## src/design/grid_ray_dda_walker_macros.svh

```systemverilog
// assertion helpers for the grid ray walker
`ifndef GRID_RAY_DDA_WALKER_MACROS_SVH
`define GRID_RAY_DDA_WALKER_MACROS_SVH
`define GRW_ASSERT_IMP(label, clk, rst_n, a, c, msg) \
	label: assert property (@(posedge clk) disable iff (!rst_n) (a) |-> (c)) else $error(msg);
`define GRW_ASSERT_NXT(label, clk, rst_n, a, c, msg) \
	label: assert property (@(posedge clk) disable iff (!rst_n) (a) |=> (c)) else $error(msg);
`endif

```

## src/design/grw_pkg.sv

```systemverilog
// ----------------------------------------------------------------------------
// grw_pkg
// shared types and constants of the grid ray walker
// ----------------------------------------------------------------------------
`default_nettype none
package grw_pkg;
	localparam int DIST_W = 24;
	localparam logic [DIST_W-1:0] DIST_MAX = 24'hFFFFFF;
	localparam int DIV_N = 48;
	localparam int DIV_D = 32;

	localparam logic [3:0] REG_CELL_SIZE  = 4'd0;
	localparam logic [3:0] REG_MAP_WIDTH  = 4'd1;
	localparam logic [3:0] REG_MAP_HEIGHT = 4'd2;
	localparam logic [3:0] REG_CAST_LIMIT = 4'd3;

	localparam logic [1:0] FACE_X_NEG = 2'd0;
	localparam logic [1:0] FACE_Y_NEG = 2'd1;
	localparam logic [1:0] FACE_X_POS = 2'd2;
	localparam logic [1:0] FACE_Y_POS = 2'd3;

	typedef struct packed {
		logic [23:0]        pos_x;
		logic [23:0]        pos_y;
		logic signed [15:0] dir_x;
		logic signed [15:0] dir_y;
	} ray_t;

	typedef struct packed {
		logic signed [11:0] cell_x;
		logic signed [11:0] cell_y;
		logic [1:0]         face;
		logic [23:0]        cross_dist;
		logic               edge_hit;
		logic               last;
	} hit_t;

	typedef struct packed {
		logic start;
		logic busy;
		logic done;
	} div_ctl_t;

	function automatic logic [DIST_W-1:0] sat24(input logic [DIV_N-1:0] v);
		logic [DIST_W-1:0] r;
		r = (v > DIV_N'(DIST_MAX)) ? DIST_MAX : v[DIST_W-1:0];
		return r;
	endfunction
endpackage
`default_nettype wire

```

## src/design/grw_div_cell.sv

```systemverilog
// ----------------------------------------------------------------------------
// grw_div_cell
// one restoring divider per instance; each enabled step shifts in one of the quotient bits
// ----------------------------------------------------------------------------
`default_nettype none
module grw_div_cell (
	input  wire logic                         clk,
	input  wire logic                         load,
	input  wire logic                         en,
	input  wire logic [grw_pkg::DIV_N-1:0]    num,
	input  wire logic [grw_pkg::DIV_D-1:0]    den,
	output logic      [grw_pkg::DIV_N-1:0]    quo
);
	localparam int NW = grw_pkg::DIV_N;
	localparam int DW = grw_pkg::DIV_D;

	logic [NW-1:0] q_q;
	logic [DW:0]   r_q;
	logic [DW-1:0] d_q;
	logic [DW:0]   trial;
	logic [DW:0]   sh;

	always_comb begin
		sh = {r_q[DW-1:0], q_q[NW-1]};
		trial = sh - {1'b0, d_q};
	end

	always_ff @(posedge clk) begin
		if (load) begin
			q_q <= num;
			r_q <= '0;
			d_q <= den;
		end else if (en) begin
			if (!trial[DW]) begin
				r_q <= trial;
				q_q <= {q_q[NW-2:0], 1'b1};
			end else begin
				r_q <= sh;
				q_q <= {q_q[NW-2:0], 1'b0};
			end
		end
	end

	assign quo = q_q;
endmodule
`default_nettype wire

```

## src/design/grw_axis_cell.sv

```systemverilog
// ----------------------------------------------------------------------------
// grw_axis_cell
// per-axis walker cell: side distance, delta and cell index
// ----------------------------------------------------------------------------
`default_nettype none
module grw_axis_cell (
	input  wire logic               clk,
	input  wire logic               arst_n,
	input  wire logic               load,
	input  wire logic               adv,
	input  wire logic [23:0]        side_in,
	input  wire logic [23:0]        delta_in,
	input  wire logic signed [11:0] cell_in,
	input  wire logic               neg_in,
	output logic      [23:0]        side,
	output logic signed [11:0]      cell_next,
	output logic                    neg
);
	logic [23:0]        side_q;
	logic [23:0]        delta_q;
	logic signed [11:0] cell_q;
	logic               neg_q;
	logic [24:0]        sum;

	assign sum = {1'b0, side_q} + {1'b0, delta_q};
	assign cell_next = neg_q ? cell_q - 12'sd1 : cell_q + 12'sd1;

	always_ff @(posedge clk or negedge arst_n) begin
		if (!arst_n) begin
			side_q <= '0;
			delta_q <= '0;
			cell_q <= '0;
			neg_q <= 1'b0;
		end else if (load) begin
			side_q <= side_in;
			delta_q <= delta_in;
			cell_q <= cell_in;
			neg_q <= neg_in;
		end else if (adv) begin
			side_q <= sum[24] ? grw_pkg::DIST_MAX : sum[23:0];
			cell_q <= cell_next;
		end
	end

	assign side = side_q;
	assign neg = neg_q;
endmodule
`default_nettype wire

```

## src/design/grid_ray_dda_walker.sv

```systemverilog
// ----------------------------------------------------------------------------
// grid_ray_dda_walker
// grid ray traversal: setup by serial division, then, unless hit stalls, one crossing a cycle
// ----------------------------------------------------------------------------
// channel | dir | handshake        | payload
// ray     | in  | ray_valid/ready  | grw_pkg::ray_t
// hit     | out | hit_valid/ready  | grw_pkg::hit_t
// cfg     | in  | cfg_we           | cfg_index, cfg_data
// setup runs three divisions back to back on two serial dividers (one per
// axis): start cell, line spacing, first-line distance. the first hit beat
// is registered once setup ends, then one crossing per cycle up to the cast
// limit or the map edge while hit_ready stays high.
// a stall on hit holds the walk; a new ray is taken only in idle.
// reset clears control state and the config registers to their defaults.
// ----------------------------------------------------------------------------
`default_nettype none
`include "grid_ray_dda_walker_macros.svh"
module grid_ray_dda_walker #(
	parameter int MAX_MAP_DIM = 1024,
	parameter int MAX_CAST = 64
) (
	input  wire logic          clk,
	input  wire logic          arst_n,
	input  wire logic          ray_valid,
	output logic               ray_ready,
	input  wire grw_pkg::ray_t ray,
	output logic               hit_valid,
	input  wire logic          hit_ready,
	output grw_pkg::hit_t      hit,
	input  wire logic          cfg_we,
	input  wire logic [3:0]    cfg_index,
	input  wire logic [15:0]   cfg_data
);
	localparam int NW = grw_pkg::DIV_N;
	localparam int DW = grw_pkg::DIV_D;
	localparam int CNT_W = $clog2(NW + 2);

	typedef enum logic [5:0] {
		ST_IDLE = 6'b000001,
		ST_CELL = 6'b000010,
		ST_DLT  = 6'b000100,
		ST_SIDE = 6'b001000,
		ST_WALK = 6'b010000,
		ST_OFF  = 6'b100000
	} state_t;

	state_t state_q;
	logic [15:0] cell_size_q;
	logic [10:0] map_width_q, map_height_q;
	logic [6:0]  cast_limit_q;
	grw_pkg::ray_t ray_q;
	logic [CNT_W-1:0] cnt_q;
	logic [6:0] steps_q;
	logic [6:0] lim_q;
	logic signed [11:0] w_q, h_q;
	logic [23:0] remx_q, remy_q;
	logic signed [11:0] colx_q, rowy_q;
	logic [23:0] dlx_q, dly_q;
	grw_pkg::div_ctl_t dctl;

	logic [15:0] cs;
	logic [15:0] magx, magy;
	logic nearx, neary, negx, negy;
	logic [23:0] fx, fy;

	assign cs = (cell_size_q == 16'd0) ? 16'd1 : cell_size_q;
	assign magx = ray_q.dir_x[15] ? 16'(-ray_q.dir_x) : ray_q.dir_x;
	assign magy = ray_q.dir_y[15] ? 16'(-ray_q.dir_y) : ray_q.dir_y;
	// |dir| * 1000 < 16384 means |dir| <= 16
	assign nearx = magx < 16'd17;
	assign neary = magy < 16'd17;
	assign negx = ray_q.dir_x[15];
	assign negy = ray_q.dir_y[15];
	assign fx = negx ? remx_q : 24'(cs) - remx_q;
	assign fy = negy ? remy_q : 24'(cs) - remy_q;

	logic dload;
	logic div_en;
	logic [NW-1:0] numx, numy, qx, qy;
	logic [DW-1:0] denx, deny;

	assign dctl.start = dload;
	assign dctl.busy = (cnt_q != '0);
	assign dctl.done = (cnt_q == CNT_W'(1));
	// the count runs one past the quotient bits so done sees a full quotient
	assign div_en = dctl.busy && !dctl.done;

	always_comb begin
		numx = '0; numy = '0; denx = 32'd1; deny = 32'd1;
		unique case (state_q)
			ST_IDLE: begin
				numx = NW'(ray.pos_x);
				numy = NW'(ray.pos_y);
				denx = DW'(cell_size_q == 16'd0 ? 16'd1 : cell_size_q);
				deny = denx;
			end
			ST_CELL: begin
				numx = NW'(cs) << 14;
				numy = NW'(cs) << 14;
				denx = DW'(magx);
				deny = DW'(magy);
			end
			ST_DLT: begin
				numx = nearx ? NW'(fx) * NW'(64'd2560000000) : NW'(fx) << 14;
				numy = neary ? NW'(fy) * NW'(64'd2560000000) : NW'(fy) << 14;
				denx = nearx ? DW'(cs) : DW'(magx);
				deny = neary ? DW'(cs) : DW'(magy);
			end
			default: ;
		endcase
	end

	grw_div_cell u_divx (.clk, .load(dload), .en(div_en), .num(numx), .den(denx),
		.quo(qx));
	grw_div_cell u_divy (.clk, .load(dload), .en(div_en), .num(numy), .den(deny),
		.quo(qy));

	logic ax_load, ax_adv, ay_adv;
	logic [23:0] sx, sy;
	logic signed [11:0] nxc, nyc;
	logic nx_neg, ny_neg;
	logic [23:0] sxi, syi;

	assign sxi = grw_pkg::sat24(qx);
	assign syi = grw_pkg::sat24(qy);

	grw_axis_cell u_ax (.clk, .arst_n, .load(ax_load), .adv(ax_adv), .side_in(sxi),
		.delta_in(nearx ? grw_pkg::DIST_MAX : dlx_q), .cell_in(colx_q), .neg_in(negx),
		.side(sx), .cell_next(nxc), .neg(nx_neg));
	grw_axis_cell u_ay (.clk, .arst_n, .load(ax_load), .adv(ay_adv), .side_in(syi),
		.delta_in(neary ? grw_pkg::DIST_MAX : dly_q), .cell_in(rowy_q), .neg_in(negy),
		.side(sy), .cell_next(nyc), .neg(ny_neg));

	logic take_x, go, edge_c, last_c;
	logic signed [11:0] ncx, ncy;
	logic out_free;

	assign out_free = !hit_valid || hit_ready;
	assign take_x = sx < sy;
	assign go = (state_q == ST_WALK) && out_free;
	assign ax_adv = go && take_x;
	assign ay_adv = go && !take_x;
	assign ncx = take_x ? nxc : colx_q;
	assign ncy = take_x ? rowy_q : nyc;
	assign edge_c = ncx < 12'sd0 || ncx >= w_q || ncy < 12'sd0 || ncy >= h_q;
	assign last_c = edge_c || (steps_q + 7'd1 >= lim_q);
	assign ax_load = dctl.done && (state_q == ST_SIDE);
	assign dload = (state_q == ST_IDLE && ray_valid)
		|| (dctl.done && (state_q == ST_CELL || state_q == ST_DLT));
	assign ray_ready = (state_q == ST_IDLE);

	always_ff @(posedge clk or negedge arst_n) begin
		if (!arst_n) begin
			cell_size_q <= 16'd256;
			map_width_q <= 11'd64;
			map_height_q <= 11'd64;
			cast_limit_q <= 7'd32;
		end else if (cfg_we) begin
			unique case (cfg_index)
				grw_pkg::REG_CELL_SIZE:  cell_size_q <= cfg_data;
				grw_pkg::REG_MAP_WIDTH:  map_width_q <= cfg_data[10:0];
				grw_pkg::REG_MAP_HEIGHT: map_height_q <= cfg_data[10:0];
				grw_pkg::REG_CAST_LIMIT: cast_limit_q <= cfg_data[6:0];
				default: ;
			endcase
		end
	end

	always_ff @(posedge clk or negedge arst_n) begin
		if (!arst_n) begin
			state_q <= ST_IDLE;
			cnt_q <= '0;
			hit_valid <= 1'b0;
			steps_q <= '0;
		end else begin
			if (go || (state_q == ST_OFF && out_free)) hit_valid <= 1'b1;
			else if (hit_ready) hit_valid <= 1'b0;
			if (dload) cnt_q <= CNT_W'(NW + 1);
			else if (dctl.busy) cnt_q <= cnt_q - CNT_W'(1);
			unique case (state_q)
				ST_IDLE: if (ray_valid) state_q <= ST_CELL;
				ST_CELL: if (dctl.done) state_q <= ST_DLT;
				ST_DLT:  if (dctl.done) state_q <= ST_SIDE;
				ST_SIDE: if (dctl.done) begin
					steps_q <= '0;
					state_q <= (colx_q >= w_q || rowy_q >= h_q) ? ST_OFF : ST_WALK;
				end
				ST_OFF: if (out_free) begin
					state_q <= ST_IDLE;
				end
				ST_WALK: if (out_free) begin
					steps_q <= steps_q + 7'd1;
					if (last_c) state_q <= ST_IDLE;
				end
				default: state_q <= ST_IDLE;
			endcase
		end
	end

	logic [23:0] remx_n, remy_n;
	assign remx_n = 24'(ray_q.pos_x - qx[23:0] * 24'(cs));
	assign remy_n = 24'(ray_q.pos_y - qy[23:0] * 24'(cs));

	always_ff @(posedge clk) begin
		if (state_q == ST_IDLE && ray_valid) begin
			ray_q <= ray;
			w_q <= (int'(map_width_q) > MAX_MAP_DIM) ? 12'(MAX_MAP_DIM)
				: 12'(map_width_q);
			h_q <= (int'(map_height_q) > MAX_MAP_DIM) ? 12'(MAX_MAP_DIM)
				: 12'(map_height_q);
			lim_q <= (cast_limit_q == 7'd0) ? 7'd1
				: (int'(cast_limit_q) > MAX_CAST) ? 7'(MAX_CAST) : cast_limit_q;
		end
		if (state_q == ST_CELL && dctl.done) begin
			// start cells past any map width clamp to 2047
			colx_q <= (qx > NW'(2047)) ? 12'sd2047 : 12'(qx);
			rowy_q <= (qy > NW'(2047)) ? 12'sd2047 : 12'(qy);
			remx_q <= remx_n;
			remy_q <= remy_n;
		end
		if (state_q == ST_DLT && dctl.done) begin
			dlx_q <= grw_pkg::sat24(qx);
			dly_q <= grw_pkg::sat24(qy);
		end
		if (ax_adv) colx_q <= nxc;
		if (ay_adv) rowy_q <= nyc;
		if (state_q == ST_OFF && out_free) begin
			hit.cell_x <= (colx_q > w_q) ? w_q : colx_q;
			hit.cell_y <= (rowy_q > h_q) ? h_q : rowy_q;
			hit.face <= grw_pkg::FACE_X_NEG;
			hit.cross_dist <= '0;
			hit.edge_hit <= 1'b1;
			hit.last <= 1'b1;
		end else if (go) begin
			hit.cell_x <= ncx;
			hit.cell_y <= ncy;
			hit.face <= take_x ? (nx_neg ? grw_pkg::FACE_X_POS : grw_pkg::FACE_X_NEG)
				: (ny_neg ? grw_pkg::FACE_Y_POS : grw_pkg::FACE_Y_NEG);
			hit.cross_dist <= take_x ? sx : sy;
			hit.edge_hit <= edge_c;
			hit.last <= last_c;
		end
	end

	`GRW_ASSERT_IMP(a_no_ready_busy, clk, arst_n, state_q != ST_IDLE, !ray_ready,
		"ray accepted while busy")
	`GRW_ASSERT_IMP(a_div_idle_walk, clk, arst_n, state_q == ST_WALK, !dctl.busy,
		"divider running during walk")
	`GRW_ASSERT_NXT(a_hold_stall, clk, arst_n, hit_valid && !hit_ready, hit_valid,
		"hit beat dropped")
	`GRW_ASSERT_IMP(a_steps_lim, clk, arst_n, state_q == ST_WALK, steps_q < lim_q,
		"walk past cast limit")
endmodule
`default_nettype wire
```

## config.mk

```make
export PLATFORM = sky130hd
export DESIGN_NAME = grid_ray_dda_walker
export DESIGN_NICKNAME = d
export VERILOG_FILES = /design/src/design/grw_pkg.sv /design/src/design/grw_div_cell.sv /design/src/design/grw_axis_cell.sv /design/src/design/grid_ray_dda_walker.sv
export VERILOG_INCLUDE_DIRS = /design/src /design/src/design
export SDC_FILE = /design/constraint.sdc
export NUM_CORES = 2
export LEC_CHECK = 0
export BUFFER_PORTS_ARGS = -buffer_cell sky130_fd_sc_hd__buf_2
export CAP_MARGIN = 20
export CORE_MARGIN = 5
export CORE_UTILIZATION = 40
export DETAILED_ROUTE_END_ITERATION = 12
export GPL_TIMING_DRIVEN = 0
export HOLD_SLACK_MARGIN = 0.15
export PLACE_DENSITY_LB_ADDON = 0.3
export SLEW_MARGIN = 20
export SYNTH_ARGS = -nofsm -noshare
export SYNTH_HDL_FRONTEND = slang
export SYNTH_SLANG_ARGS = --single-unit
```

## constraint.sdc

```tcl
create_clock -name clk -period 9 [get_ports clk]
set_input_delay 0.45 -clock clk [delete_from_list [all_inputs] [get_ports clk]]
set_output_delay 0.45 -clock clk [all_outputs]
set_load 0.01 [all_outputs]
```

==> impl_results.md <==
- H-tree depth: 3
- CP max stage cell: fa_1
- Register area share after synthesis: 0.276
- Routed wire length: 221 mm
- Register area: 18000 µm²
- Syn Nets: 8251
- Setup slack, reg-to-reg: 0.24 ns
- Footprint of the multi-input gates: 43400 µm²
- Drt pass-1 iters: 6
- Via Count: 51800
- Final worst path period share: 0.973
- Final nets: 8675
- Post-layout min period: 8.76 ns
- Synth Warn #: 0
- Die height: 414 µm
- Initial core utilization: 0.401
- CP max stage delay: 0.52 ns
- Global route overflow: 0
- Outcome: complete, no violations
- Die ar.: 171000 µm²
- # setup viols final: 0
- First-pass GRT wire length: 326 mm
- Setup Skew: 0.0551 ns
- Synth unique cells: 82
- Synthesis-stage register bit count: 660
- DRT iter0 DRCs: 4393
- Row count: 148
- Endpoint class of the critical path: register
- Final HPWL from detailed placement: 174 mm
- Share of post-route cells with drive strength above 1: 0.0931
- Largest net degree at the start of global routing: 74
- Maximum Capacitance Violations: 0
- Relative slew slack: 0.167
- Post-Syn Area: 65200 µm²
- EDFF count, synth: 381
- Wire length per cell: 23.2 µm
- DP Cell Count: 9186
- Die Wd: 414 µm
- Fillers: 15600
- Vias in the first global route: 51500
- Post-route insts no fill: 9494
- Vias per inst: 5.45
- FMAX: 0.114 GHz
- Number of antenna violations at the first check in global routing: 17
- Final instance area: 74200 µm²
- Clock sink count: 660
- Syn Area/Cell: 9.54 µm²
- Post-DP Area: 69100 µm²
- CP startpoint kind: register
- Antenna viol nets, final: 0
- Hold WC Path Type: in2reg
- Mapped Cells: 6829
- Fin Hold WS: 0.180 ns
- Crit path max fanout: 4
- CTS tree: yes
- Most frequent cells in the layout: inv_1 (944), fa_1 (646), ha_1 (626), nand2_1 (613), nor2_1 (426)
- Core area: 162000 µm²
- P&R area growth vs syn: 13.9%
- CTS clk-pin slew, worst paths: 0.06 ns
- Crit path DAT: 9.21 ns
- Root buf cell: clkbuf_16
- Tot GR Track Use: 0.255
- Max clock buf depth: 3
- Ys flop type: edfxtp_1
- Worst-Margin Slew: 1.25 ns
- DR DRC count: 0
- Async set-reset flop share out of synthesis: 0.283
- Most common cell after layout, fill and taps aside: inv_1
- Port bufs: 158
- Final GP Congestion: 0.986
- Max Slew Vio Count: 0
- Crit path kind: reg2reg
- TritonCTS buffer count: 79
- Worst Path Required: 9.45 ns
- Fin. Hold Viols: 0
- Worst skew pair latency: 0.73 ns
- Ports: 159
==> critical path, delay by kind of cell, from the launching register on <==
family	cells	cell delay (ns)
xor gates and xnor gates	2	0.54
AOI/OAI and AO/OA	15	2.90
buffers and inverters	6	0.75
and+or+nand+nor	3	0.67
adders and majority gates	9	3.14
DFF	1	0.46
==> kinds of logic after synthesis <==
logic type,after synthesis,share of synthesized area
adders and majority gates,1317,0.328
muxes,118,0.0195
xor gates and xnor gates,373,0.0501
buffers and inverters,1273,0.0737
AOI/OAI and AO/OA,1146,0.108
DFF,660,0.276
and+or+nand+nor,1942,0.144
==> synth_stat cells, types with 64 or more instances <==
| library cell | instances | area share |
|---|---|---|
| clkbuf_1 | 282 | 0.016 |
| o21ai_0 | 329 | 0.025 |
| xnor2_1 | 225 | 0.030 |
| dfrtp_1 | 182 | 0.070 |
| a21oi_1 | 313 | 0.024 |
| nor2_1 | 429 | 0.025 |
| nand2_1 | 615 | 0.035 |
| or3_1 | 80 | 0.0077 |
| nor3_1 | 138 | 0.011 |
| fa_1 | 656 | 0.20 |
| a21o_1 | 94 | 0.011 |
| inv_1 | 956 | 0.055 |
| edfxtp_1 | 381 | 0.18 |
| ha_1 | 661 | 0.13 |
| mux2_2 | 70 | 0.012 |
| nor2b_1 | 64 | 0.0061 |
| and2_1 | 355 | 0.034 |
| xor2_1 | 148 | 0.020 |
| dfxtp_1 | 92 | 0.028 |
| nand3_1 | 76 | 0.0058 |
==> cell type report <==
| cell class | instances | share of cell area |
|---|---|---|
| antenna | 3 | 0.000101 |
| buffer | 301 | 0.0163 |
| clock buffer | 97 | 0.0295 |
| clock inverter | 47 | 0.00494 |
| inverter | 958 | 0.0487 |
| multi-input combinational | 4896 | 0.584 |
| sequential | 660 | 0.242 |
| tap | 2175 | 0.0367 |
| timing repair buffer | 357 | 0.0371 |
==> through the flow <==
step	util	TNS [ns]	worst slack [ns]
2_1_floorplan	-	0	0.0120
3_3_place_gp	0.423	-89.96	-2.89
3_5_place_dp	0.426	-61.76	-2.89
4_1_cts	0.453	-0.0217	-0.0217
5_1_grt	0.457	-0.0659	-0.0255
6_report	0.457	0	0.245
==> worst paths after layout <==
kind	from	cells after the start	end
setup / recovery	cell_size_q[7]$_DFFE_PN0P_	35	u_divy.quo[46]$_DFFE_PP_
hold / removal	cfg_index[1]	3	map_height_q[0]$_DFFE_PN0P_
setup reg to reg	cell_size_q[7]$_DFFE_PN0P_	35	u_divy.quo[46]$_DFFE_PP_
hold reg to reg	dly_q[12]$_DFFE_PP_	2	u_ay.delta_q[12]$_DFFE_PN0P_
max in group asynchronous	arst_n	3	cast_limit_q[5]$_DFFE_PN1P_
min in group asynchronous	arst_n	2	u_ax.cell_q[7]$_DFFE_PN0P_
==> registers in the layout, summed over array words and instances (netlist names), 16 cells and up <==
signal / flops
dlx_q: 24
remy_q: 24
u_ay.delta_q: 24
u_ay.side: 24
ray_q: 78
u_divy.r_q: 32
u_divx.quo: 48
u_ax.delta_q: 24
u_divx.d_q: 16
hit: 52
u_divy.quo: 48
cell_size_q: 16
dly_q: 24
u_divx.r_q: 32
u_divy.d_q: 16
u_ax.side: 24
remx_q: 24
==> timing repair <==
action / 4_1_cts / 5_1_grt
setup endpoints to repair: 42 / 18
cloned: 0 / 0
hold endpoints to repair: 325 / 0
buffers inserted: 45 / 33
hold buffers: 97 / 0
resized for setup: 110 / 80
pin swaps: 28 / 74
==> layer usage <==
metal,global-route usage,vias up,part of all wire
met4,0.118,6,0.054
met5,0,-,0.00018
li1,-,23500,-
met2,0.406,2165,0.45
met3,0.0580,473,0.092
met1,0.332,25600,0.40
Power is not shown: default switching activity piles up to over one toggle a cycle in this logic, so the estimate is an artifact.
